--- src/hdl/stencil_filter_3x3_macros.svh ---
// Assertion macros for the 3x3 stencil filter.
`ifndef STENCIL_FILTER_3X3_MACROS_SVH
`define STENCIL_FILTER_3X3_MACROS_SVH
`ifndef NO_ASSERTIONS
`define SF3_ASSERT_IMP(label, clk, rst, ante, cons, msg) \
  label: assert property (@(posedge clk) disable iff (rst) (ante) |-> (cons)) \
    else $error(msg);
`define SF3_ASSERT_NXT(label, clk, rst, ante, cons, msg) \
  label: assert property (@(posedge clk) disable iff (rst) (ante) |=> (cons)) \
    else $error(msg);
`else
`define SF3_ASSERT_IMP(label, clk, rst, ante, cons, msg)
`define SF3_ASSERT_NXT(label, clk, rst, ante, cons, msg)
`endif
`endif

--- src/hdl/sf3_pkg.sv ---
`default_nettype none
package sf3_pkg;

  localparam int MAX_COLS_DEF = 1024;
  localparam int PIX_W        = 8;
  localparam int ROWS_W       = 13;
  localparam int COLS_W       = 11;
  localparam int ROWC_W       = 12;
  localparam int DIM_W        = 14;
  localparam int CFG_DATA_W   = 13;
  localparam int CFG_IDX_W    = 2;
  localparam int TOTAL_W      = 12;
  localparam int MIN_DIM      = 3;
  localparam int MAX_ROWS     = 4096;
  localparam int ROWS_RESET   = 480;
  localparam int COLS_RESET   = 640;
  localparam int QDEPTH       = 4;
  localparam int QPTR_W       = $clog2(QDEPTH);
  localparam int QLEVEL_W     = $clog2(QDEPTH + 1);
  localparam int RECIP_W      = 13;
  localparam int BOX_RECIP    = 7282;
  localparam int BOX_SHIFT    = 16;
  localparam int PROD_W       = TOTAL_W + RECIP_W;

  typedef enum logic [CFG_IDX_W-1:0] {
    REG_ROWS = 2'd0,
    REG_COLS = 2'd1,
    REG_MODE = 2'd2
  } sf3_reg_t;

  typedef enum logic {
    MODE_BOX  = 1'b0,
    MODE_EDGE = 1'b1
  } sf3_mode_t;

  typedef struct packed {
    logic [ROWS_W-1:0] rows;
    logic [COLS_W-1:0] cols;
    sf3_mode_t         mode;
  } sf3_cfg_t;

  typedef struct packed {
    logic [TOTAL_W-1:0] total;
    logic [PIX_W-1:0]   centre;
    logic               last;
  } sf3_item_t;

  typedef struct packed {
    logic f1_valid;
    logic push;
  } sf3_fstat_t;

endpackage
`default_nettype wire

--- src/hdl/sf3_queue.sv ---
`default_nettype none
module sf3_queue (
  input  logic                          clk,
  input  logic                          rst,
  input  logic                          push,
  input  sf3_pkg::sf3_item_t            push_item,
  input  logic                          pop,
  output sf3_pkg::sf3_item_t            head,
  output logic [sf3_pkg::QLEVEL_W-1:0]  level
);

  localparam int PW = sf3_pkg::QPTR_W;

  sf3_pkg::sf3_item_t entries [sf3_pkg::QDEPTH];
  logic [PW-1:0] wr_ptr;
  logic [PW-1:0] rd_ptr;

  assign head = entries[rd_ptr];

  always_ff @(posedge clk) begin
    if (push) begin
      entries[wr_ptr] <= push_item;
    end
  end

  always_ff @(posedge clk) begin
    if (rst) begin
      wr_ptr <= '0;
      rd_ptr <= '0;
      level  <= '0;
    end else begin
      if (push) begin
        wr_ptr <= (wr_ptr == PW'(sf3_pkg::QDEPTH - 1)) ? '0 : wr_ptr + PW'(1);
      end
      if (pop) begin
        rd_ptr <= (rd_ptr == PW'(sf3_pkg::QDEPTH - 1)) ? '0 : rd_ptr + PW'(1);
      end
      level <= level + sf3_pkg::QLEVEL_W'(push) - sf3_pkg::QLEVEL_W'(pop);
    end
  end

endmodule
`default_nettype wire

--- config.mk ---
export PLATFORM = sky130hd
export DESIGN_NAME = sf3_queue
export DESIGN_NICKNAME = d
export VERILOG_FILES = /design/src/hdl/stencil_filter_3x3_macros.svh /design/src/hdl/sf3_pkg.sv /design/src/hdl/sf3_queue.sv
export SDC_FILE = /design/constraint.sdc
export NUM_CORES = 1
export LEC_CHECK = 0
export ABC_AREA = 1
export BUFFER_PORTS_ARGS = -buffer_cell sky130_fd_sc_hd__buf_2
export CAP_MARGIN = 20
export CELL_PAD_IN_SITES_DETAIL_PLACEMENT = 0
export CELL_PAD_IN_SITES_GLOBAL_PLACEMENT = 1
export CORE_ASPECT_RATIO = 0.8
export CORE_UTILIZATION = 42
export DETAILED_ROUTE_END_ITERATION = 12
export PLACE_DENSITY_LB_ADDON = 0.08
export SYNTH_ARGS = -nofsm -noshare
export SYNTH_HDL_FRONTEND = slang
export SYNTH_SLANG_ARGS = --single-unit
--- constraint.sdc ---
create_clock -name clk -period 1.61 [get_ports clk]
set_input_delay 0.0805 -clock clk [delete_from_list [all_inputs] [get_ports clk]]
set_output_delay 0.0805 -clock clk [all_outputs]
set_load 0.005 [all_outputs]
; ---- After elaboration in Yosys (flattened, before gate mapping)
; Memory sizes are Yosys's and may differ from the RTL's. A register that Yosys moved wholly into a read port is not among the register bits.
; Index checks and enable logic that the tools add are counted.
[op_classes]
eq_ne = 2
n_addsub = 4
n_mux = 6
[op_table]
columns = op, count
row1 = 2-bit 2-to-1 mux, 4
row2 = "2-bit by 1-bit adder with 2-bit output, second input constant", 2
row3 = "2-bit equality test, second input constant", 2
row4 = 3-bit by 1-bit adder with 3-bit output, 1
row5 = 3-bit by 1-bit subtractor with 3-bit output, 1
row6 = 1-bit 2-to-1 mux, 2
[totals]
elab_cells = 16
regBits = 7
out_inout_bits = 24
ramBits = 84
inputBits = 25
memories = 1
[memory_table]
columns = name, words, width, read_ports, rd_ports_with_merged_regs, wr, line_no
row1 = entries, 4, 21, 1, 1, 1, sf3_queue.sv:14  ; sf3_pkg::sf3_item_t entries [sf3_pkg::QDEPTH];

; ---- Depth between registers and ports, before layout
; Gate-level depths: netlist of run 1.
[logic_depth]
ltp_word = 4
mapped_depth = 11
depth_no_buf = 11

; ---- Worst setup path before layout of run 1
; No wires, ideal clock.
[synth_path]
path_type = register to register
startpoint = register level[0] (netlist bit)
endpoint = register level[2] (netlist bit)
arrival_time_ns = 1.465
synth_period_minus_slack_ns = 1.580
setup_time_ns = 0.115
n_path_buf = 0
required_ns = 1.495
path_stages_with_launch = 11
path_slack_ns = 0.030
path_cell_list = dfxtp_1 inv_1 ha_1 inv_1 ha_1 inv_1 fa_1 inv_1 nand2_1 a21oi_1 nor2_1
[synth_between]
elab_chain_len = 2
[synth_rtl]
columns = item, line_no
row1 = from (decl), sf3_queue.sv:9  ; output logic [sf3_pkg::QLEVEL_W-1:0] level
row2 = from (signal assigned), sf3_queue.sv:38  ; level <= level + sf3_pkg::QLEVEL_W'(push) - sf3_pkg::QLEVEL_W'(pop);
row3 = 3-bit by 1-bit adder with 3-bit output, sf3_queue.sv:38
row4 = 3-bit by 1-bit subtractor with 3-bit output, sf3_queue.sv:38
; Every way passes these cells.
; A chain may end at the register's enable or synchronous reset.

; ---- Worst setup path in the final report of run 1
; Same ends and word-level chain as after synthesis.

==> results.json, run 1 <==
{
  "dr.first_iter.drc_count": 57,
  "status": "completed",
  "syn-mean-instance-area_um2": 13.1,
  "drive_gt1_share_pct": 33.4,
  "worstMarginPinSlew_ps": 276,
  "ir_drop_v": 0.000657,
  "pin_count": 49,
  "path_clk_slew_ps": 60,
  "diodes": 0,
  "synth.area.top_cells": "edfxtp_1, o211ai_2, inv_1, dfxtp_1, nand2_1",
  "drt_pass1_iterations": 5,
  "post-route-period-util_pct": 97.6,
  "synth_top_area_cell": "edfxtp_1",
  "skew_ps": 3.88,
  "power.internal_mw": 4.27,
  "core_um2": 9080,
  "slew_violations": 0,
  "portBuffers": 48,
  "syn_nets": 335,
  "crit_arrival_ps": 1800,
  "fillers": 767,
  "place_congestion": 0.718,
  "die_width_um": 110,
  "cts_tree": "yes",
  "fp.dieArea_um2": 9800,
  "wl_um": 6560,
  "netlist_area_um2": 3950,
  "place_area_um2": 4320,
  "hold_violations": 0,
  "syn-instance-count": 302,
  "tns_ps": 0,
  "cts.sink_count": 93,
  "gr-total-overflow": 0,
  "clk_path_buf_depth": 2,
  "rr_worst_depth": 10,
  "critPathLaunch": "level[0]$_SDFF_PP0_",
  "share_clk_of_total_power_pct": 36.5,
  "drc": 0,
  "final-setup-viol-count": 0,
  "reg2reg_slack_ps": 40,
  "synth_top_area_share_pct": 63.9,
  "crit_type": "reg -> reg",
  "hp-class": "in -> reg",
  "root_buffer": "clkbuf_16",
  "antenna_found_initial": 0,
  "cts_max_level": 3,
  "whs_path_depth": 3,
  "switching_share_pct": 22.8,
  "grt_use_total_pct": 14.5,
  "die_h_um": 88.7,
  "ys_ff_latch": 93,
  "yosysUniqueCellTypes": 20,
  "cts_made_buffers": 9,
  "final_cell_mix": "edfxtp_1, inv_1, buf_2, nand2_1",
  "finalCriticalPeriod_ps": 1570,
  "first_global_vias": 2181,
  "final_antenna_net_count": 0,
  "power.switching_mw": 1.26,
  "cp-start-kind": "flip-flop",
  "vias_per_cell": 4.56,
  "final_area_um2": 4890,
  "max_cap_viol_count": 0,
  "syn_to_final_growth_pct": 23.9,
  "dr_total_vias": 2283,
  "yosys_warnings": 0,
  "power_frac_comb_pct": 12.5,
  "holdWs_ps": 66.5,
  "p_seq_share_pct": 51.0,
  "end_kind": "flip-flop",
  "crit_required_ps": 1840,
  "final_common_cell": "edfxtp_1",
  "dp_hpwl_um": 3970,
  "timing.rr.start": "level[0]$_SDFF_PP0_",
  "grt_pass1_wl_um": 10700,
  "wl_per_cell_um": 13.1,
  "critPathCapture": "level[2]$_SDFF_PP0_",
  "initial_core_util_pct": 43.5,
  "grt_max_degree": 43,
  "clock_latency_ps": 330,
  "worstPathMaxFanout": 2,
  "rr_endpoint": "level[2]$_SDFF_PP0_",
  "num_rows": 31,
  "fmax_mhz": 636,
  "final_nets": 415,
  "ys_seq_area_share_pct": 68.4,
  "cellLeakagePower_nw": 1.97,
  "power_density_nw_per_um2": 1130,
  "max_slew_margin_pct": 81.6
}
## layer usage
metal,GRT usage [%],part of all wire [%],vias to the layer above
li1,-,-,1186
met1,18.6,49,1059
met2,23.4,46,34
met3,4.86,3.5,4
met4,5.09,0.95,0
met5,0,0,-
## through the flow
stage | setup WS (ps) | utilization, % | instances | total power [mW]
after floorplan | 29.7 | - | 302 | 3.24
after global routing | -14.3 | 53.9 | 501 | 5.79
after detailed placement | -28.6 | 47.6 | 462 | 3.47
after CTS | 14.5 | 53.4 | 501 | 5.56
after global placement | 10.9 | 47.6 | 462 | 3.46
final | 37.9 | 53.9 | 501 | 5.52
## worst min path at each step
| stage | startpoint | end | slack (ps) |
|---|---|---|---|
| after global placement | push_item[11] | entries[1][11]$_DFFE_PP_ | 300 |
| after CTS | pop | flip-flop | 40 |
| after global routing | pop | flip-flop | 80 |
| after detailed placement | rst | level[1]$_SDFF_PP0_ | 300 |
| after floorplan | rst | level[1]$_SDFF_PP0_ | 150 |
| final | pop | flip-flop | 70 |
## final cells by class
cell class	count	area, µm²	area share (%)
timing repair buffer	83	608	12.4
sequential	93	2710	55.4
clock inverter	6	63.8	1.30
inverter	57	214	4.37
clock buffer	9	225	4.60
tap	115	144	2.94
multi-input combinational	138	927	19.0
## worst max-delay path, cell delays in order, from the launching register on
cell and delay [ps]:
dfxtp_2 330, inv_2 40, ha_4 200, inv_2 60, ha_4 110, inv_2 30
fa_2 380, inv_2 60, nand2_2 60, a21oi_2 140, nor2_1 50
## registers in the layout (all words and copies together) (netlist names), named ones only
register and count:
level 3, wr_ptr 2, entries 84, rd_ptr 2
## synth_stat cells (all sizes together)
cell and n:
dfxtp 9, nor2 9, nand2 51, a21oi 24, edfxtp 84, o211ai 21, ha 7, clkbuf 2
nand3 1, buf 12, inv 57, o21ai 24, fa 1
## timing repair
item | in CTS | in global routing
hold buffers | 22 | 0
hold endpoints to repair | 88 | 0
buffers inserted | 2 | 0
resized for setup | 1 | 12
pin swaps | 0 | 4
setup endpoints to repair | 2 | 1
## power by group through the flow
stage | Clock [mW] | Sequential [mW] | Combinational (mW)
3_3_place_gp | 0 | 2.87 | 0.592
5_1_grt | 2.18 | 2.83 | 0.777
3_5_place_dp | 0 | 2.87 | 0.598
2_1_floorplan | 0 | 2.86 | 0.385
4_1_cts | 2.09 | 2.81 | 0.660
6_report | 2.02 | 2.82 | 0.690
## cell families after synthesis
kind of cell	count (synthesis)	synth area share [%]
and+or+nand+nor	61	6.97
DFF	93	68.4
adders and majority gates	8	2.72
AOI/OAI and AO/OA	69	12.7
buffers and inverters	71	9.13
(Power assumes the default switching activity.)
==> inputs of run 2 (changes only) <==
--- a/config.mk
+++ b/config.mk
@@ -5,13 +5,12 @@
 export SDC_FILE = /design/constraint.sdc
 export NUM_CORES = 1
 export LEC_CHECK = 0
-export ABC_AREA = 1
 export BUFFER_PORTS_ARGS = -buffer_cell sky130_fd_sc_hd__buf_2
 export CAP_MARGIN = 20
 export CELL_PAD_IN_SITES_DETAIL_PLACEMENT = 0
 export CELL_PAD_IN_SITES_GLOBAL_PLACEMENT = 1
 export CORE_ASPECT_RATIO = 0.8
-export CORE_UTILIZATION = 42
+export CORE_UTILIZATION = 44
 export DETAILED_ROUTE_END_ITERATION = 12
 export PLACE_DENSITY_LB_ADDON = 0.08
 export SYNTH_ARGS = -nofsm -noshare
==> results.json, run 2 <==
{
  "status": "finished with violations",
  "violations": "negative setup slack",
  "initial_core_util_pct": 46.2,
  "post-route-period-util_pct": 103,
  "worstPathMaxFanout": 6,
  "synth.area.top_cells": "edfxtp_1, mux4_2, dfxtp_1, ha_1, mux4_1",
  "num_rows": 28,
  "place_congestion": 0.676,
  "crit_required_ps": 1530,
  "yosys_warnings": 0,
  "synth_top_area_share_pct": 72.8,
  "ys_ff_latch": 93,
  "pin_count": 49,
  "final_cell_mix": "edfxtp_1, buf_2, dlygate4sd3_1, mux4_2, clkbuf_8",
  "die_h_um": 81.4,
  "vias_per_cell": 4.88,
  "drive_gt1_share_pct": 43.2,
  "root_buffer": "clkbuf_8",
  "clock_latency_ps": 350,
  "cellLeakagePower_nw": 1.57,
  "finish.utilization_pct": 59.0,
  "crit_type": "reg -> out",
  "skew_ps": 7.38,
  "path_clk_slew_ps": 80,
  "final_common_cell": "edfxtp_1",
  "dr.first_iter.drc_count": 67,
  "holdWs_ps": 102,
  "max_cap_viol_count": 0,
  "layout_setup_ws_ps": -53.2,
  "diodes": 0,
  "cts_made_buffers": 9,
  "cts_tree": "yes",
  "power_density_nw_per_um2": 1130,
  "final_antenna_net_count": 0,
  "largest_reg_flops": 84,
  "syn_to_final_growth_pct": 27.6,
  "dp_hpwl_um": 3820,
  "final_nets": 272,
  "finalCriticalPeriod_ps": 1660,
  "grt_max_degree": 17,
  "end_kind": "output port",
  "first_global_vias": 1770,
  "fmax_mhz": 601,
  "netlist_area_um2": 3470,
  "grt_use_total_pct": 15.7,
  "grt_pass1_wl_um": 9060,
  "cts_max_level": 3,
  "yosysUniqueCellTypes": 18,
  "top_regs": "entries (84), level (3)",
  "rsz0062_at_grt": "yes",
  "synth_edf_count": 84,
  "fillers": 579,
  "crit_arrival_ps": 1580,
  "drt_pass1_iterations": 4,
  "drc": 0,
  "clk_path_buf_depth": 2,
  "yosys-top-cells-count": "edfxtp_1, mux4_2, dfxtp_1",
  "rr_worst_depth": 8,
  "hold_violations": 0,
  "async_flop_share_pct": 0,
  "syn-mean-instance-area_um2": 23.3,
  "worstMarginPinSlew_ps": 357,
  "wl_per_cell_um": 16.7,
  "wl_um": 5810,
  "fp.dieArea_um2": 8240,
  "ir_drop_v": 0.000656,
  "hp-class": "in -> reg",
  "max_slew_margin_pct": 76.2,
  "syn-instance-count": 149,
  "dr_total_vias": 1697,
  "synth_ff_type": "edfxtp_1",
  "place_ws_ps": 8.09,
  "slew_violations": 0,
  "antenna_found_initial": 0,
  "whs_path_depth": 3,
  "cp-start-kind": "flip-flop",
  "die_width_um": 101,
  "portBuffers": 48,
  "synth_top_area_cell": "edfxtp_1",
  "regMostFlops": "entries",
  "core_um2": 7500,
  "final-setup-viol-count": 20,
  "cts.sink_count": 93,
  "yosysMostFrequentCell": "edfxtp_1",
  "syn_nets": 182,
  "gr-total-overflow": 0,
  "ys_seq_area_share_pct": 78.0
}
==> run 2: kinds of logic (layout without fill, tap and decap cells) <==
| group | after synthesis | count (layout) | synth area share (%) |
|---|---|---|---|
| xor gates and xnor gates | 1 | 1 | 0.650 |
| adders and majority gates | 8 | 8 | 3.10 |
| AOI/OAI and AO/OA | 2 | 2 | 0.289 |
| muxes | 23 | 23 | 14.3 |
| buffers and inverters | 9 | 103 | 1.48 |
| and+or+nand+nor | 13 | 13 | 2.20 |
| DFF | 93 | 93 | 78.0 |
==> run 2: report_power, final <==
group / switching (mW) / total, mW / internal [mW]
clock: 0.755 / 1.62 / 0.865
combinational: 0.243 / 0.584 / 0.342
sequential: 0.0514 / 2.80 / 2.75
total: 1.05 / 5.01 / 3.96
==> run 2: worst paths after layout <==
path / start / to / slack, ps
worst max-delay path: flip-flop / head[6] / -50
worst min-delay path: pop / rd_ptr[1]$_SDFFE_PP0P_ / 100
worst max register to register: level[0]$_SDFF_PP0_ / level[2]$_SDFF_PP0_ / 70
worst min register to register: rd_ptr[0]$_SDFFE_PP0P_ / flip-flop / 520
==> run 2: per-stage QoR <==
step           instance area [µm²]  std cells  power [mW]  setup TNS (ps)
2_1_floorplan                 3470        149        3.14               0
3_3_place_gp                  3920        309        3.34               0
3_5_place_dp                  3920        309        3.37               0
4_1_cts                       4360        347        5.02            -862
5_1_grt                       4430        348        5.22           -2190
6_report                      4430        348        5.01            -641
==> run 2: what timing repair did <==
item,4_1_cts,5_1_grt
cloned,0,1
setup endpoints to repair,20,22
buffers inserted,1,0
endpoints found under the hold margin,93,0
pin swaps,0,3
hold buffers,22,0
gates resized for setup,3,9
==> run 2: critical path, stage by stage (launching register included) <==
cell and delay (ps):
dfxtp_4 420, clkbuf_16 180, mux4_2 490, buf_2 140
==> run 2: final cells by class <==
cell class	count	area (µm²)	share of cell area, %
Sequential cell	93	2710	61.2
Multi-Input combinational cell	47	741	16.7
Clock inverter	6	88.8	2.01
Timing Repair Buffer	83	614	13.9
Inverter	5	18.8	0.424
Clock buffer	9	124	2.80
Tap cell	105	131	2.97
==> run 2: routing by layer <==
layer | part of all wire, % | wire length, µm | GRT usage, %
met1 | 44 | 2560 | 19.2
met2 | 50 | 2920 | 26.3
met3 | 4.6 | 269 | 6.11
met4 | 0.90 | 52 | 4.35
met5 | 0 | 0 | 0
==> inputs of run 3 (changes only) <==
--- a/config.mk
+++ b/config.mk
@@ -12,7 +12,7 @@
 export CORE_ASPECT_RATIO = 0.8
 export CORE_UTILIZATION = 44
 export DETAILED_ROUTE_END_ITERATION = 12
-export PLACE_DENSITY_LB_ADDON = 0.08
+export PLACE_DENSITY_LB_ADDON = 0.2
 export SYNTH_ARGS = -nofsm -noshare
 export SYNTH_HDL_FRONTEND = slang
 export SYNTH_SLANG_ARGS = --single-unit
==> constraint.sdc (replaced) <==
create_clock -name clk -period 1.5 [get_ports clk]
set_input_delay 0.075 -clock clk [delete_from_list [all_inputs] [get_ports clk]]
set_output_delay 0.075 -clock clk [all_outputs]
set_load 0.005 [all_outputs]
==> results.json, run 3 (synthesis gave the netlist of run 2 again) <==
{
  "ir_drop_v": 0.000529,
  "max_cap_viol_count": 0,
  "crit_arrival_ps": 1570,
  "crit_slowest_cell": "mux4_2",
  "grt_use_total_pct": 15.1,
  "hold_start": "pop",
  "cts_max_level": 3,
  "dr.first_iter.drc_count": 73,
  "place_ws_ps": -11.9,
  "fmax_mhz": 609,
  "drc": 0,
  "status": "finished with violations",
  "final_cell_mix": "edfxtp_1, buf_2, dlygate4sd3_1, mux4_2, clkbuf_8",
  "drive_gt1_share_pct": 43.4,
  "regMostFlops": "entries",
  "antenna_found_initial": 0,
  "largest_reg_flops": 84,
  "fp.dieArea_um2": 8240,
  "final_common_cell": "edfxtp_1",
  "slew_violations": 0,
  "die_width_um": 101,
  "vias_per_cell": 4.83,
  "skew_ps": 6.76,
  "timing.rr.start": "level[0]$_SDFF_PP0_",
  "tns_ps": -2490,
  "cts_made_buffers": 9,
  "dp_cells": 309,
  "num_rows": 28,
  "cts.sink_count": 93,
  "grt_max_degree": 22,
  "hp-class": "in -> reg",
  "max_slew_margin_pct": 75.7,
  "worstPathMaxFanout": 8,
  "diodes": 0,
  "crit_required_ps": 1420,
  "syn_to_final_growth_pct": 27.5,
  "final_antenna_net_count": 0,
  "worstMarginPinSlew_ps": 364,
  "finalCriticalPeriod_ps": 1640,
  "rr_endpoint": "level[1]$_SDFF_PP0_",
  "wl_um": 5600,
  "critPathCapture": "head[3]",
  "top_regs": "entries (84), level (3)",
  "clk_path_buf_depth": 2,
  "core_um2": 7500,
  "power_mw": 5.24,
  "dp_hpwl_um": 3730,
  "layout_setup_ws_ps": -143,
  "reg2reg_slack_ps": 50,
  "pin_count": 49,
  "slowest_delay_ps": 500,
  "dr_total_vias": 1687,
  "rr_worst_depth": 7,
  "clock_latency_ps": 340,
  "violations": "negative setup slack",
  "first_global_vias": 1779,
  "cts_tree": "yes",
  "drt_pass1_iterations": 4,
  "post-route-period-util_pct": 110,
  "initial_core_util_pct": 46.2,
  "cp_cell_sequence": "clkbuf_16 > mux4_2 > buf_2",
  "final-setup-viol-count": 21,
  "rsz0062_at_grt": "yes",
  "die_h_um": 81.4,
  "root_buffer": "clkbuf_8",
  "wl_per_cell_um": 16.0,
  "place_congestion": 0.688,
  "grt_pass1_wl_um": 8720,
  "path_clk_slew_ps": 80,
  "final_nets": 272,
  "hold_violations": 0,
  "power_density_nw_per_um2": 1190,
  "fin_cells": 349,
  "end_kind": "output port",
  "cellLeakagePower_nw": 1.56,
  "gr-total-overflow": 0,
  "portBuffers": 48,
  "crit_type": "reg -> out",
  "cp-start-kind": "flip-flop"
}
[run 3: cell type report]
class / count / area (µm²)
clock buffer: 11 / 141
sequential: 93 / 2710
tap: 105 / 131
fill: 582 / 3080
timing repair buffer: 83 / 626
clock inverter: 5 / 58.8
inverter: 5 / 18.8
multi-input combinational: 47 / 737
[run 3: per-layer routing]
metal	track usage (%)	up-vias	share of wire (%)
met3	4.39	10	4.4
met4	6.09	0	1.4
met1	17.8	853	42
met2	26.3	37	52
li1	-	787	-
met5	0	-	0
[run 3: per-stage QoR]
step	utilization [%]	instance area [µm²]	hold slack, ps
finish	59.0	4420	97.0
global route	59.0	4420	121
CTS	58.5	4380	79.0
detailed placement	52.4	3930	296
global placement	52.4	3930	287
floorplan	-	3470	139
[run 3: worst max-delay path: cells and delay by family (launching register included)]
kind	cells	cell delay [ps]
buffers and inverters	2	330
DFF	1	400
muxes	1	500
[run 3: how the worst min path moves through the flow]
stage / to / slack (ps) / depth (start not counted)
floorplan: level[0]$_SDFF_PP0_ / 140 / 1
global route: rd_ptr[1]$_SDFFE_PP0P_ / 120 / 3
finish: rd_ptr[1]$_SDFFE_PP0P_ / 100 / 3
detailed placement: entries[0][7]$_DFFE_PP_ / 300 / 1
CTS: rd_ptr[1]$_SDFFE_PP0P_ / 80 / 3
global placement: entries[2][19]$_DFFE_PP_ / 290 / 1
[run 3: power by group]
group	switching [mW]	internal, mW	total (mW)
Clock	0.782	0.818	1.60
Sequential	0.0537	2.96	3.01
Combinational	0.257	0.372	0.628
Total	1.09	4.15	5.24
[run 3: what timing repair did]
item,4_1_cts,5_1_grt
endpoints found under the hold margin,88,0
gates cloned,0,1
setup endpoints to repair,23,23
buffers inserted,1,0
pin swaps,2,3
hold buffers,22,0
gates resized for setup,8,2
