`src/hdl/stencil_filter_3x3_macros.svh`:
```
// Assertion macros for the 3x3 stencil filter.
`ifndef STENCIL_FILTER_3X3_MACROS_SVH
`define STENCIL_FILTER_3X3_MACROS_SVH
`ifndef NO_ASSERTIONS
`define SF3_ASSERT_IMP(label, clk, rst, ante, cons, msg) \
  label: assert property (@(posedge clk) disable iff (rst) (ante) |-> (cons)) \
    else $error(msg);
`define SF3_ASSERT_NXT(label, clk, rst, ante, cons, msg) \
  label: assert property (@(posedge clk) disable iff (rst) (ante) |=> (cons)) \
    else $error(msg);
`else
`define SF3_ASSERT_IMP(label, clk, rst, ante, cons, msg)
`define SF3_ASSERT_NXT(label, clk, rst, ante, cons, msg)
`endif
`endif

```
`src/hdl/sf3_pkg.sv`:
```
`default_nettype none
package sf3_pkg;

  localparam int MAX_COLS_DEF = 1024;
  localparam int PIX_W        = 8;
  localparam int ROWS_W       = 13;
  localparam int COLS_W       = 11;
  localparam int ROWC_W       = 12;
  localparam int DIM_W        = 14;
  localparam int CFG_DATA_W   = 13;
  localparam int CFG_IDX_W    = 2;
  localparam int TOTAL_W      = 12;
  localparam int MIN_DIM      = 3;
  localparam int MAX_ROWS     = 4096;
  localparam int ROWS_RESET   = 480;
  localparam int COLS_RESET   = 640;
  localparam int QDEPTH       = 4;
  localparam int QPTR_W       = $clog2(QDEPTH);
  localparam int QLEVEL_W     = $clog2(QDEPTH + 1);
  localparam int RECIP_W      = 13;
  localparam int BOX_RECIP    = 7282;
  localparam int BOX_SHIFT    = 16;
  localparam int PROD_W       = TOTAL_W + RECIP_W;

  typedef enum logic [CFG_IDX_W-1:0] {
    REG_ROWS = 2'd0,
    REG_COLS = 2'd1,
    REG_MODE = 2'd2
  } sf3_reg_t;

  typedef enum logic {
    MODE_BOX  = 1'b0,
    MODE_EDGE = 1'b1
  } sf3_mode_t;

  typedef struct packed {
    logic [ROWS_W-1:0] rows;
    logic [COLS_W-1:0] cols;
    sf3_mode_t         mode;
  } sf3_cfg_t;

  typedef struct packed {
    logic [TOTAL_W-1:0] total;
    logic [PIX_W-1:0]   centre;
    logic               last;
  } sf3_item_t;

  typedef struct packed {
    logic f1_valid;
    logic push;
  } sf3_fstat_t;

endpackage
`default_nettype wire

```
`src/hdl/sf3_back.sv`:
```
`default_nettype none
module sf3_back (
  input  logic                          clk,
  input  logic                          rst,
  input  sf3_pkg::sf3_mode_t            mode,
  input  sf3_pkg::sf3_item_t            head,
  input  logic [sf3_pkg::QLEVEL_W-1:0]  q_level,
  output logic                          pop,
  output logic                          out_valid,
  input  logic                          out_stall,
  output logic [sf3_pkg::PIX_W-1:0]     pixel_out,
  output logic                          frame_last
);

  localparam int TW = sf3_pkg::TOTAL_W;
  localparam int PW = sf3_pkg::PIX_W;

  logic [sf3_pkg::PROD_W-1:0] prod;
  logic [PW-1:0]              box_val;
  logic [TW-1:0]              c8;
  logic [TW-1:0]              nb;
  logic [TW-1:0]              diff;
  logic [PW-1:0]              edge_val;
  logic [PW-1:0]              result;

  assign pop = (q_level != '0) && (!out_valid || !out_stall);

  always_comb begin
    prod     = sf3_pkg::PROD_W'(head.total)
             * sf3_pkg::PROD_W'(sf3_pkg::BOX_RECIP);
    box_val  = prod[sf3_pkg::BOX_SHIFT +: PW];
    c8       = TW'({head.centre, 3'b000});
    nb       = head.total - TW'(head.centre);
    diff     = (c8 >= nb) ? (c8 - nb) : (nb - c8);
    edge_val = (diff > TW'(255)) ? 8'hFF : diff[PW-1:0];
    case (mode)
      sf3_pkg::MODE_BOX:  result = box_val;
      sf3_pkg::MODE_EDGE: result = edge_val;
      default:            result = box_val;
    endcase
  end

  always_ff @(posedge clk) begin
    if (rst) begin
      out_valid <= 1'b0;
    end else if (pop) begin
      out_valid <= 1'b1;
    end else if (!out_stall) begin
      out_valid <= 1'b0;
    end
  end

  always_ff @(posedge clk) begin
    if (pop) begin
      pixel_out  <= result;
      frame_last <= head.last;
    end
  end

endmodule
`default_nettype wire

```
`config.mk`:
```
export PLATFORM = sky130hd
export DESIGN_NAME = sf3_back
export DESIGN_NICKNAME = d
export VERILOG_FILES = /design/src/hdl/stencil_filter_3x3_macros.svh /design/src/hdl/sf3_pkg.sv /design/src/hdl/sf3_back.sv
export SDC_FILE = /design/constraint.sdc
export NUM_CORES = 1
export LEC_CHECK = 0
export BUFFER_PORTS_ARGS = -buffer_cell sky130_fd_sc_hd__buf_2
export CORE_ASPECT_RATIO = 0.6
export CORE_MARGIN = 2
export CORE_UTILIZATION = 42
export CTS_BUF_LIST = sky130_fd_sc_hd__clkbuf_4 sky130_fd_sc_hd__clkbuf_8 sky130_fd_sc_hd__clkbuf_16
export CTS_CLUSTER_DIAMETER = 60
export DETAILED_ROUTE_END_ITERATION = 16
export PLACE_DENSITY = 0.74
export SYNTH_ARGS = -nofsm -noshare
export SYNTH_HDL_FRONTEND = slang
export SYNTH_SLANG_ARGS = --single-unit
export TNS_END_PERCENT = 30
```
`constraint.sdc`:
```
create_clock -name clk -period 5.7 [get_ports clk]
set_clock_uncertainty 0.1 [all_clocks]
set_input_delay 1.14 -clock clk [delete_from_list [all_inputs] [get_ports clk]]
set_output_delay 1.14 -clock clk [all_outputs]
set_load 0.02 [all_outputs]
```
# Word level (Yosys, flattened, before mapping)
# Index checks and enable logic that the tools add are counted.
# W data, S select, Z words.
# word_totals
ff_bits,10
out_inout_bits,11
inputBits,28
# op_classes
eq_ne,1
bitwise_logic,1
n_reduce_logical,5
mul,1
n_mux,5
order_cmp,2
add_sub_neg,3
# op_table
op,count
$mul A12 B12 Y23 const B,1
$pmux W8 S2,1
$ge A11 B12 Y1,1
$gt A12 B8 Y1 const B,1
$mux W12,1
$sub A11 B12 Y12,1
$sub A12 B11 Y12,1
$sub A12 B8 Y12,1
$mux W8,1
$reduce_bool A3 Y1,1
$logic_not A1 Y1,2
$mux W1,2
$ne A2 B2 Y1 const B,1
$logic_and A1 B1 Y1,1
$logic_or A1 B1 Y1,1
$not A1 Y1,1

# Depth between registers and ports, before layout
# Gate-level depths: netlist of run 1.
# depth
word_depth,6
ltp_mapped,21
mapped_depth_nobuf,20

# Worst setup path after synthesis of run 1
# Ideal clock, no wire load.
# synth_path
path_kind,input to register
start,in head[10] (netlist bit)
end,"reg pixel_out[6] (netlist bit), data pin"
path_stages,18
slack_ns,-0.150
n_path_buf,0
setup_ns,0.271
t_arrival_ns,5.479
path_cell_list,inv_1 fa_1 inv_1 ha_1 inv_1 fa_1 fa_1 inv_1 fa_1 ha_1 and3_1 a221oi_1 o21ai_0 a31oi_1 a211oi_1 or4_1 a21oi_1 a31oi_1
# synth_via
elab_chain_cells,6
# synth_lines
item,line_no,rtl
"start, declared",sf3_back.sv:6,"input sf3_pkg::sf3_item_t head,"
$sub A12 B8 Y12,sf3_back.sv:33,nb = head.total - TW'(head.centre);
"$sub A12 B11 Y12, or another cell as far along",sf3_back.sv:34,diff = (c8 >= nb) ? (c8 - nb) : (nb - c8);
$mux W12,sf3_back.sv:34,
$gt A12 B8 Y1,sf3_back.sv:35,edge_val = (diff > TW'(255)) ? 8'hFF : diff[PW-1:0];
$mux W8,sf3_back.sv:35,
$pmux W8 S2 *,sf3_back.sv:36,case (mode)
via result[6],sf3_back.sv:24,logic [PW-1:0] result;
"end signal, assigned",sf3_back.sv:55,pixel_out <= result;
"end, declared",sf3_back.sv:11,"output logic [sf3_pkg::PIX_W-1:0] pixel_out,"
# Mark *: on every way through the listed nets, which the timed path passes. The rest lies on a longest branch.
# A chain may end at the register's enable or synchronous reset.

# Final worst setup path of run 1
# layout_path
start,in head[11] (netlist bit)
end,"reg pixel_out[6] (netlist bit), data pin"
# The elaborated chain is that of the path after synthesis.

==> results.txt, run 1 <==
Outcome = finished clean
Slowest-stage cell, CP = fa_1
Leak pwr = 0.002411 uW
Antenna diodes = 0
Crit-path cells = buf_8 > inv_6 > fa_1 > inv_2 > ha_4 > inv_2 > fa_1 > fa_1 > inv_1 > fa_1 > ha_4 > and3_4 > a221oi_4 > o21ai_2 > a31oi_1 > buf_4 > a211oi_4 > or4_4 > a21oi_2 > a31oi_1
Max IR drop VDD = 0.1865 mV
Post-Layout Cell Count = 611
Slowest cell delay on critical path = 0.54 ns
Syn Nets = 569
WL met2 = 3797 um
I/O pin count = 39
FMAX = 176.8 MHz
YS warnings = 0
Antenna Nets Post-Route = 0
Most frequent cells in the layout = 88 x inv_1, 83 x ha_1, 49 x buf_4
Num rows = 26
DR pass1 iterations = 4
Setup WS pre-CTS = -0.4398 ns
Register area share after synthesis = 7.830%
Hold Fails Final Rpt = 0
Total length of routed wires = 9435 um
Syn Area/Cell = 8.912 um2
Final nets = 653
Cell total after placement = 606
Global-route wire length before repair = 15200 um
Total grt overflow = 0
Core ar. = 8556 um2
Slew Viols, Final = 0
Synth Register Bits = 10
GRT Total Usage = 19.71%
Initial cell density of the core = 43.33%
Number of synthesized flops with an enable pin = 9
PortBufs = 38
Initial antenna violation count = 0
Initial DRC Count = 240
Min Clock Period, post-route = 5.657 ns
Most used cell, CP = fa_1
Routed vias = 3142
CP startpoint kind = primary input
Number of global-route vias before repair = 3095
Final cycle utilization of the critical path = 99.25%
R2r setup slk = 4.24 ns
PwrDens = 395.9 nW/um2
Htree depth = 1
Clock tree buffer depth = 2
Setup Viol. Count Final = 0
Critical path class = primary input to flip-flop
Pin count of the biggest net entering global routing = 18
Met3 wire length = 656 um
Mean routed wirelength per cell = 15.44 um
Worst slew pin tran = 0.8705 ns
Max Cap Viol = 0
Post-synth ARST share = 0%
Mapped Area = 3707 um2
Met1 wire length = 4921 um
Worst-Skew Late Latency = 0.24 ns
Num CTS Buffers = 3
WP data arrival = 5.52 ns
# clock sinks = 10
Detailed placement HPWL = 8258 um
Via density = 5.142
CP max FO = 2
Top FF cell, synth = edfxtp_1
Chip width = 125.3 um
Hold Slack = 0.3630 ns
Die H = 76.78 um
DRC = 0
Most common cell after layout, fill and taps aside = inv_1
RSZ-0062 raised after global routing = true
Routability cong. = 0.9574
Clock-pin slew on the worst setup and hold paths = 0.04 ns
Fraction of layout cells with a size suffix above 1 = 27.25%
Worst slew margin = 41.97%
Critical path endpoint category = flip-flop
HP Class = flip-flop to flip-flop
Mapped Cells = 416
Netlist cell types = 61
Required time worst endpoint = 5.57 ns
Die ar. = 9619 um2
Fin worst setup slack = 0.04253 ns
Max layer used = met4
Root Driver = clkbuf_16
Area grow syn2layout = 26.19%
CTS tree = done
report_power, final:
part / internal, uW / leakage (uW) / switching, uW
combinational: 765 / 0.00228 / 821
clock: 105 / 0.0000442 / 32.6
sequential: 123 / 0.0000914 / 5.93
total: 993 / 0.00241 / 859
logic make-up after synthesis:
logic type	count (synthesis)	share of synthesized area, %
adder cells (fa/ha/maj)	125	48.67
AND/OR/NAND/NOR	65	9.754
buffers and inverters	102	11.07
XOR/XNOR	27	6.581
flip-flops	10	7.830
multiplexers	5	1.417
AO/OA/AOI/OAI	82	14.68
synth_stat cells, drive strengths merged (2+ instances only):
| library cell | number | share of area [%] |
|---|---|---|
| and3 | 3 | 0.54 |
| nor3b | 2 | 0.40 |
| a21o | 8 | 1.7 |
| xor2 | 5 | 1.2 |
| or3 | 6 | 1.1 |
| a211oi | 3 | 0.61 |
| mux2i | 3 | 0.81 |
| nand4 | 2 | 0.34 |
| o21ba | 2 | 0.54 |
| a21oi | 23 | 3.2 |
| o31a | 2 | 0.47 |
| nor2 | 12 | 1.2 |
| o21bai | 3 | 0.61 |
| edfxtp | 9 | 7.3 |
| buf | 3 | 0.57 |
| and4 | 2 | 0.47 |
| clkbuf | 4 | 0.71 |
| o21ai | 14 | 1.9 |
| mux2 | 2 | 0.61 |
| o21a | 2 | 0.40 |
| nor3 | 4 | 0.54 |
| o211ai | 4 | 0.94 |
| a31oi | 11 | 1.9 |
| nor4b | 2 | 0.47 |
| or2 | 2 | 0.34 |
| ha | 93 | 31 |
| nand2 | 12 | 1.2 |
| xnor2 | 22 | 5.4 |
| inv | 94 | 9.5 |
| nand3 | 5 | 0.67 |
| fa | 32 | 17 |
| nand2b | 2 | 0.34 |
| nor2b | 5 | 0.84 |
per-layer routing:
layer / vias to the layer above / track usage (%)
met5: - / 0
met4: 0 / 3.111
met3: 8 / 4.117
met2: 85 / 28.64
met1: 1476 / 30.28
li1: 1573 / -
final cells by class:
cell class,instances,area (um2)
Fill cell,786,3877
Sequential cell,10,290.3
Clock buffer,4,88.84
Timing Repair Buffer,87,574.3
Tap cell,112,140.1
Inverter,94,357.8
Multi-Input combinational cell,304,3227
stage by stage:
step | total power, uW | TNS [ns] | cell area [um2] | utilization (%)
floorplan | 1042 | 0 | 3719 | -
finish | 1852 | 0 | 4678 | 54.68
global route | 2038 | -0.2695 | 4678 | 54.68
detailed placement | 1519 | -1.523 | 4352 | 50.86
global placement | 1467 | -0.8426 | 4352 | 50.86
CTS | 1715 | 0 | 4534 | 53.00
final timing paths:
kind,from,depth (start not counted),end
setup / recovery,head[11],20,pixel_out[6]$_DFFE_PP_
hold / removal,out_valid$_SDFFE_PP0P_,2,out_valid$_SDFFE_PP0P_
setup reg to reg,out_valid$_SDFFE_PP0P_,1,pixel_out[5]$_DFFE_PP_
hold reg to reg,out_valid$_SDFFE_PP0P_,2,out_valid$_SDFFE_PP0P_
critical path: cells and delay by family:
| family | cells | cell delay [ns] |
|---|---|---|
| AO/OA/AOI/OAI | 6 | 0.84 |
| adder cells (fa/ha/maj) | 6 | 2.53 |
| buffers and inverters | 6 | 0.42 |
| AND/OR/NAND/NOR | 2 | 0.59 |
flip-flops by register name, summed over array words and instances, names as in the netlist:
register and count:
pixel_out 8, out_valid 1, frame_last 1
timing repair:
| action | 4_1_cts | 5_1_grt |
|---|---|---|
| pin swaps | 13 | 18 |
| hold endpoints to repair | 0 | 0 |
| setup buffers | 1 | 1 |
| cloned | 0 | 0 |
| hold buffers | 0 | 0 |
| setup endpoints to repair | 2 | 8 |
| gates resized for setup | 19 | 21 |
(Power assumes the default switching activity.)
==> inputs of run 2 (changes only) <==
--- a/config.mk
+++ b/config.mk
@@ -13,6 +13,7 @@
 export CTS_CLUSTER_DIAMETER = 60
 export DETAILED_ROUTE_END_ITERATION = 16
 export PLACE_DENSITY = 0.74
+export SETUP_SLACK_MARGIN = 0.1
 export SYNTH_ARGS = -nofsm -noshare
 export SYNTH_HDL_FRONTEND = slang
 export SYNTH_SLANG_ARGS = --single-unit
==> results.txt, run 2 (synthesis results as in run 1) <==
Outcome = finished, violations left (was finished clean)
Failing checks = negative setup slack
Antenna diodes = 0 (unchanged)
Clock tree buffer depth = 2 (unchanged)
Most frequent cells in the layout = 87 x inv_1, 87 x ha_1, 45 x buf_4 (was 88 x inv_1, 83 x ha_1, 49 x buf_4)
Leak pwr = 0.002414 uW (was 0.002411 uW)
GRT Total Usage = 19.82% (was 19.71%)
WP data arrival = 5.59 ns (was 5.52 ns)
Max IR drop VDD = 0.2356 mV (was 0.1865 mV)
Total grt overflow = 0 (unchanged)
Area grow syn2layout = 25.92% (was 26.19%)
Post-CTS Hold Buffers = 0 (unchanged)
Initial antenna violation count = 0 (unchanged)
Routed vias = 3176 (was 3142)
Worst slew margin = 35.82% (was 41.97%)
CP startpoint kind = primary input (unchanged)
R2r setup slk = 4.17 ns (was 4.24 ns)
Initial cell density of the core = 43.33% (unchanged)
Root Driver = clkbuf_16 (unchanged)
Mean routed wirelength per cell = 16.25 um (was 15.44 um)
Initial DRC Count = 197 (was 240)
Slew Viols, Final = 0 (unchanged)
DRC = 0 (unchanged)
Pin count of the biggest net entering global routing = 18 (unchanged)
Register name with the most flops = pixel_out (unchanged)
Setup Viol. Count Final = 1 (was 0)
Htree depth = 1 (unchanged)
Fraction of layout cells with a size suffix above 1 = 27.27% (was 27.25%)
Max Cap Viol = 0 (unchanged)
Post-route setup TNS = -0.01157 ns (was 0 ns)
Routability cong. = 0.9627 (was 0.9574)
Via density = 5.232 (was 5.142)
Number of global-route vias before repair = 3176 (was 3095)
Worst slew pin tran = 0.9628 ns (was 0.8705 ns)
HP Class = flip-flop to flip-flop (unchanged)
Final cycle utilization of the critical path = 100.2% (was 99.25%)
Die H = 76.78 um (unchanged)
Cell total after placement = 595 (was 606)
Total length of routed wires = 9865 um (was 9435 um)
Max reg flops = 8 (unchanged)
Min Clock Period, post-route = 5.712 ns (was 5.657 ns)
DR pass1 iterations = 4 (unchanged)
Core ar. = 8556 um2 (unchanged)
Die ar. = 9619 um2 (unchanged)
# fillers = 770 (was 786)
Worst-Skew Late Latency = 0.23 ns (was 0.24 ns)
CP max FO = 4 (was 2)
Final nets = 649 (was 653)
Regs by FF count = pixel_out (8), frame_last (1), out_valid (1) (unchanged)
Detailed placement HPWL = 8400 um (was 8258 um)
Antenna Nets Post-Route = 0 (unchanged)
# clock sinks = 10 (unchanged)
Fin worst setup slack = -0.01157 ns (was 0.04253 ns)
PwrDens = 401.2 nW/um2 (was 395.9 nW/um2)
Clock-pin slew on the worst setup and hold paths = 0.04 ns (about the same)
PortBufs = 38 (unchanged)
Hold Slack = 0.3633 ns (was 0.3630 ns)
Global-route wire length before repair = 15500 um (was 15200 um)
Required time worst endpoint = 5.57 ns (about the same)
Num rows = 26 (unchanged)
Hold Fails Final Rpt = 0 (unchanged)
Post-Layout Cell Count = 607 (was 611)
RSZ-0062 raised after global routing = true (unchanged)
Chip width = 125.3 um (unchanged)
Num CTS Buffers = 3 (unchanged)
Critical path endpoint category = flip-flop (unchanged)
CTS tree = done (unchanged)
I/O pin count = 39 (unchanged)
Critical path class = primary input to flip-flop (unchanged)
FMAX = 175.1 MHz (was 176.8 MHz)
[run 2: cell count changes in the layout (fill, tap and decap cells not counted), sizes merged]
cell  delta
buf      -4
[run 2: critical path: stages]
cell	delay, ns
buf_8	0.10
buf_4	0.15
fa_1	0.52
ha_4	0.29
inv_1	0.06
fa_1	0.53
inv_1	0.05
fa_1	0.45
ha_1	0.31
ha_1	0.30
and3_4	0.19
a221oi_4	0.32
o21ai_2	0.13
a31oi_4	0.20
a211oi_2	0.11
or4_1	0.52
a21oi_2	0.16
a31oi_1	0.05
[run 2: area by class of cell]
class / instances / area [um2] / area share (%)
multi-input cells: 304 / 3228 / 69.15
repair buffers: 83 / 571.8 / 12.25
inverters: 94 / 355.3 / 7.612
flip-flops and latches: 10 / 290.3 / 6.218
well taps: 112 / 140.1 / 3.002
clock buffers: 4 / 82.58 / 1.769
[run 2: path summary, 6_finish.rpt]
kind	depth (start not counted)	start	endpoint
max	18	head[12]	pixel_out[6]$_DFFE_PP_
min reg2reg	2	out_valid$_SDFFE_PP0P_	out_valid$_SDFFE_PP0P_
min	2	out_valid$_SDFFE_PP0P_	out_valid$_SDFFE_PP0P_
max reg2reg	1	out_valid$_SDFFE_PP0P_	pixel_out[4]$_DFFE_PP_
[run 2: routing by layer]
layer	routed length (um)	vias to the layer above	track usage, %
met3	631	2	3.280
met1	5050	1518	30.63
li1	-	1564	-
met4	13	0	2.222
met2	4169	92	29.67
met5	0	-	0
[run 2: report_power, final]
part	internal [uW]	switching [uW]	total, uW
Sequential	123	5.61	128
Combinational	748	866	1610
Clock	98.4	32.3	131
Total	969	904	1870
[run 2: timing repair]
item,CTS,global route
gates resized for setup,11,35
pin swaps,11,28
endpoints found under the setup margin,5,8
buffers inserted,2,6
[run 2: through the flow]
stage	utilization [%]	setup WS (ns)	instance area, um2	power (uW)
2_1_floorplan	-	0.07641	3726	1050
3_3_place_gp	50.13	-0.1871	4289	1421
3_5_place_dp	50.13	-0.3505	4289	1485
4_1_cts	51.92	0.09708	4442	1710
5_1_grt	54.56	-0.1561	4668	2047
6_report	54.56	-0.01157	4668	1873
==> inputs of run 3 (changes only) <==
--- a/config.mk
+++ b/config.mk
@@ -12,7 +12,7 @@
 export CTS_BUF_LIST = sky130_fd_sc_hd__clkbuf_4 sky130_fd_sc_hd__clkbuf_8 sky130_fd_sc_hd__clkbuf_16
 export CTS_CLUSTER_DIAMETER = 60
 export DETAILED_ROUTE_END_ITERATION = 16
-export PLACE_DENSITY = 0.74
+export PLACE_DENSITY = 0.72
 export SETUP_SLACK_MARGIN = 0.1
 export SYNTH_ARGS = -nofsm -noshare
 export SYNTH_HDL_FRONTEND = slang
==> constraint.sdc (replaced) <==
create_clock -name clk -period 6.3 [get_ports clk]
set_clock_uncertainty 0.1 [all_clocks]
set_input_delay 1.26 -clock clk [delete_from_list [all_inputs] [get_ports clk]]
set_output_delay 1.26 -clock clk [all_outputs]
set_load 0.02 [all_outputs]
==> results.txt, run 3 (synthesis results as in run 1) <==
Chip width = 125.3 um (unchanged)
DRC = 0 (unchanged)
Total grt overflow = 0 (unchanged)
Combinational share of power = 82.9% (was 86.2%)
Detailed placement HPWL = 8183 um (was 8400 um)
CP startpoint kind = primary input (unchanged)
Root Driver = clkbuf_16 (unchanged)
Worst-Skew Late Latency = 0.23 ns (about the same)
# clock sinks = 10 (unchanged)
Area grow syn2layout = 14.41% (was 25.92%)
GRT Total Usage = 18.80% (was 19.82%)
Num CTS Buffers = 3 (unchanged)
DR pass1 iterations = 4 (unchanged)
Routability cong. = 0.9108 (was 0.9627)
Required time worst endpoint = 6.27 ns (was 5.57 ns)
Most frequent cells in the layout = 94 x inv_1, 91 x ha_1, 38 x buf_2 (was 87 x inv_1, 87 x ha_1, 45 x buf_4)
Fin worst setup slack = 0.2944 ns (was -0.01157 ns)
Critical path endpoint category = flip-flop (unchanged)
Post-CTS Setup Bufs = 0 (was 2)
Sw Share = 49.22% (was 48.28%)
Setup WS pre-CTS = -0.1199 ns (was -0.3505 ns)
Clk pwr share = 8.8% (was 7.0%)
Via density = 5.228 (was 5.232)
Most common cell after layout, fill and taps aside = inv_1
Sw Pwr = 698.5 uW (was 904.2 uW)
Hold Fails Final Rpt = 0 (unchanged)
Max IR drop VDD = 0.1485 mV (was 0.2356 mV)
Final nets = 620 (was 649)
Die ar. = 9619 um2 (unchanged)
Max Cap Viol = 0 (unchanged)
Total power = 1419 uW (was 1873 uW)
Antenna Nets Post-Route = 0 (unchanged)
Regs by FF count = pixel_out (8), frame_last (1), out_valid (1) (unchanged)
# fillers = 827 (was 770)
Total length of routed wires = 9054 um (was 9865 um)
Number of global-route vias before repair = 2930 (was 3176)
Clock-pin slew on the worst setup and hold paths = 0.04 ns (about the same)
Initial antenna violation count = 0 (unchanged)
WP data arrival = 5.98 ns (was 5.59 ns)
Num rows = 26 (unchanged)
Initial DRC Count = 189 (was 197)
HP Class = flip-flop to flip-flop (unchanged)
CP max FO = 5 (was 4)
P_int = 720.5 uW (was 968.6 uW)
FMAX = 166.5 MHz
Antenna diodes = 0 (unchanged)
Worst slew margin = 38.73% (was 35.82%)
Global-route wire length before repair = 14530 um (was 15500 um)
Min Clock Period, post-route = 6.006 ns
Register name with the most flops = pixel_out (unchanged)
CTS tree = done (unchanged)
Final cycle utilization of the critical path = 95.33%
Critical path class = primary input to flip-flop (unchanged)
Fraction of layout cells with a size suffix above 1 = 17.38% (was 27.27%)
Max reg flops = 8 (unchanged)
Outcome = finished clean (was finished, violations left)
Post-CTS Hold Buffers = 0 (unchanged)
PortBufs = 38 (unchanged)
Setup Viol. Count Final = 0 (was 1)
Clock tree buffer depth = 2 (unchanged)
RSZ-0062 raised after global routing = true (unchanged)
Core ar. = 8556 um2 (unchanged)
Worst slew pin tran = 0.9191 ns (was 0.9628 ns)
Post-cts resize count = 0 (was 11)
Mean routed wirelength per cell = 15.66 um (was 16.25 um)
Htree depth = 1 (unchanged)
Slew Viols, Final = 0 (unchanged)
Initial cell density of the core = 43.33% (unchanged)
I/O pin count = 39 (unchanged)
PwrDens = 334.5 nW/um2 (was 401.2 nW/um2)
Die H = 76.78 um (unchanged)
Seq pwr share = 8.3% (was 6.8%)
Leak pwr = 0.002250 uW (was 0.002414 uW)
Pin count of the biggest net entering global routing = 18 (unchanged)
Routed vias = 3022 (was 3176)
run 3: cell count changes in the layout (fill, tap and decap cells not counted), sizes merged:
cell  previous run  this run
buf             83        54
run 3: area by class of cell:
type                    instances  area, um2  share of cell area, %
multi-input cells             304       3059                  72.12
inverters                      94      352.8                  8.319
repair buffers                 54      310.3                  7.316
flip-flops and latches         10      290.3                  6.844
well taps                     112      140.1                  3.304
clock buffers                   4      88.84                  2.094
run 3: stage by stage:
stage / instance area, um2 / cells / setup TNS, ns / hold slack (ns) / utilization [%]
finish: 4242 / 578 / 0 / 0.3566 / 49.58
global route: 4242 / 578 / 0 / 0.3915 / 49.58
CTS: 4189 / 578 / 0 / 0.3631 / 48.96
detailed placement: 4100 / 574 / -0.1424 / 0.3581 / 47.92
global placement: 4100 / 574 / 0 / 0.3501 / 47.92
floorplan: 3707 / 416 / 0 / 0.4338 / -
run 3: worst max-delay path, stage by stage:
cell      delay (ns)
buf_2           0.17
fa_1            0.49
ha_1            0.31
inv_1           0.07
fa_1            0.50
fa_1            0.51
inv_1           0.05
fa_1            0.49
ha_4            0.29
and3_4          0.18
nand4_1         0.20
a31oi_1         0.23
buf_4           0.18
a31oi_2         0.10
a21o_1          0.20
o211ai_1        0.20
mux2_2          0.37
a31oi_2         0.18
run 3: per-layer routing:
| layer | part of all wire, % | global-route usage (%) | up-vias |
|---|---|---|---|
| li1 | - | - | 1505 |
| met1 | 52 | 29.74 | 1433 |
| met2 | 39 | 27.28 | 84 |
| met3 | 8.9 | 3.210 | 0 |
| met4 | 0 | 2.000 | 0 |
| met5 | 0 | 0 | - |
run 3: worst paths after layout:
kind	cells after the start	endpoint	startpoint	slack (ns)
min reg2reg	2	out_valid$_SDFFE_PP0P_	out_valid$_SDFFE_PP0P_	0.36
max	18	pixel_out[7]$_DFFE_PP_	head[16]	0.29
max reg2reg	1	pixel_out[6]$_DFFE_PP_	out_valid$_SDFFE_PP0P_	4.80
min	2	out_valid$_SDFFE_PP0P_	out_valid$_SDFFE_PP0P_	0.36
run 3: power by group through the flow:
stage | clock (uW) | sequential (uW) | combinational [uW]
global placement | 0 | 117 | 1070
finish | 125 | 118 | 1180
floorplan | 0 | 148 | 771
global route | 132 | 120 | 1330
CTS | 128 | 118 | 1120
detailed placement | 0 | 119 | 1110
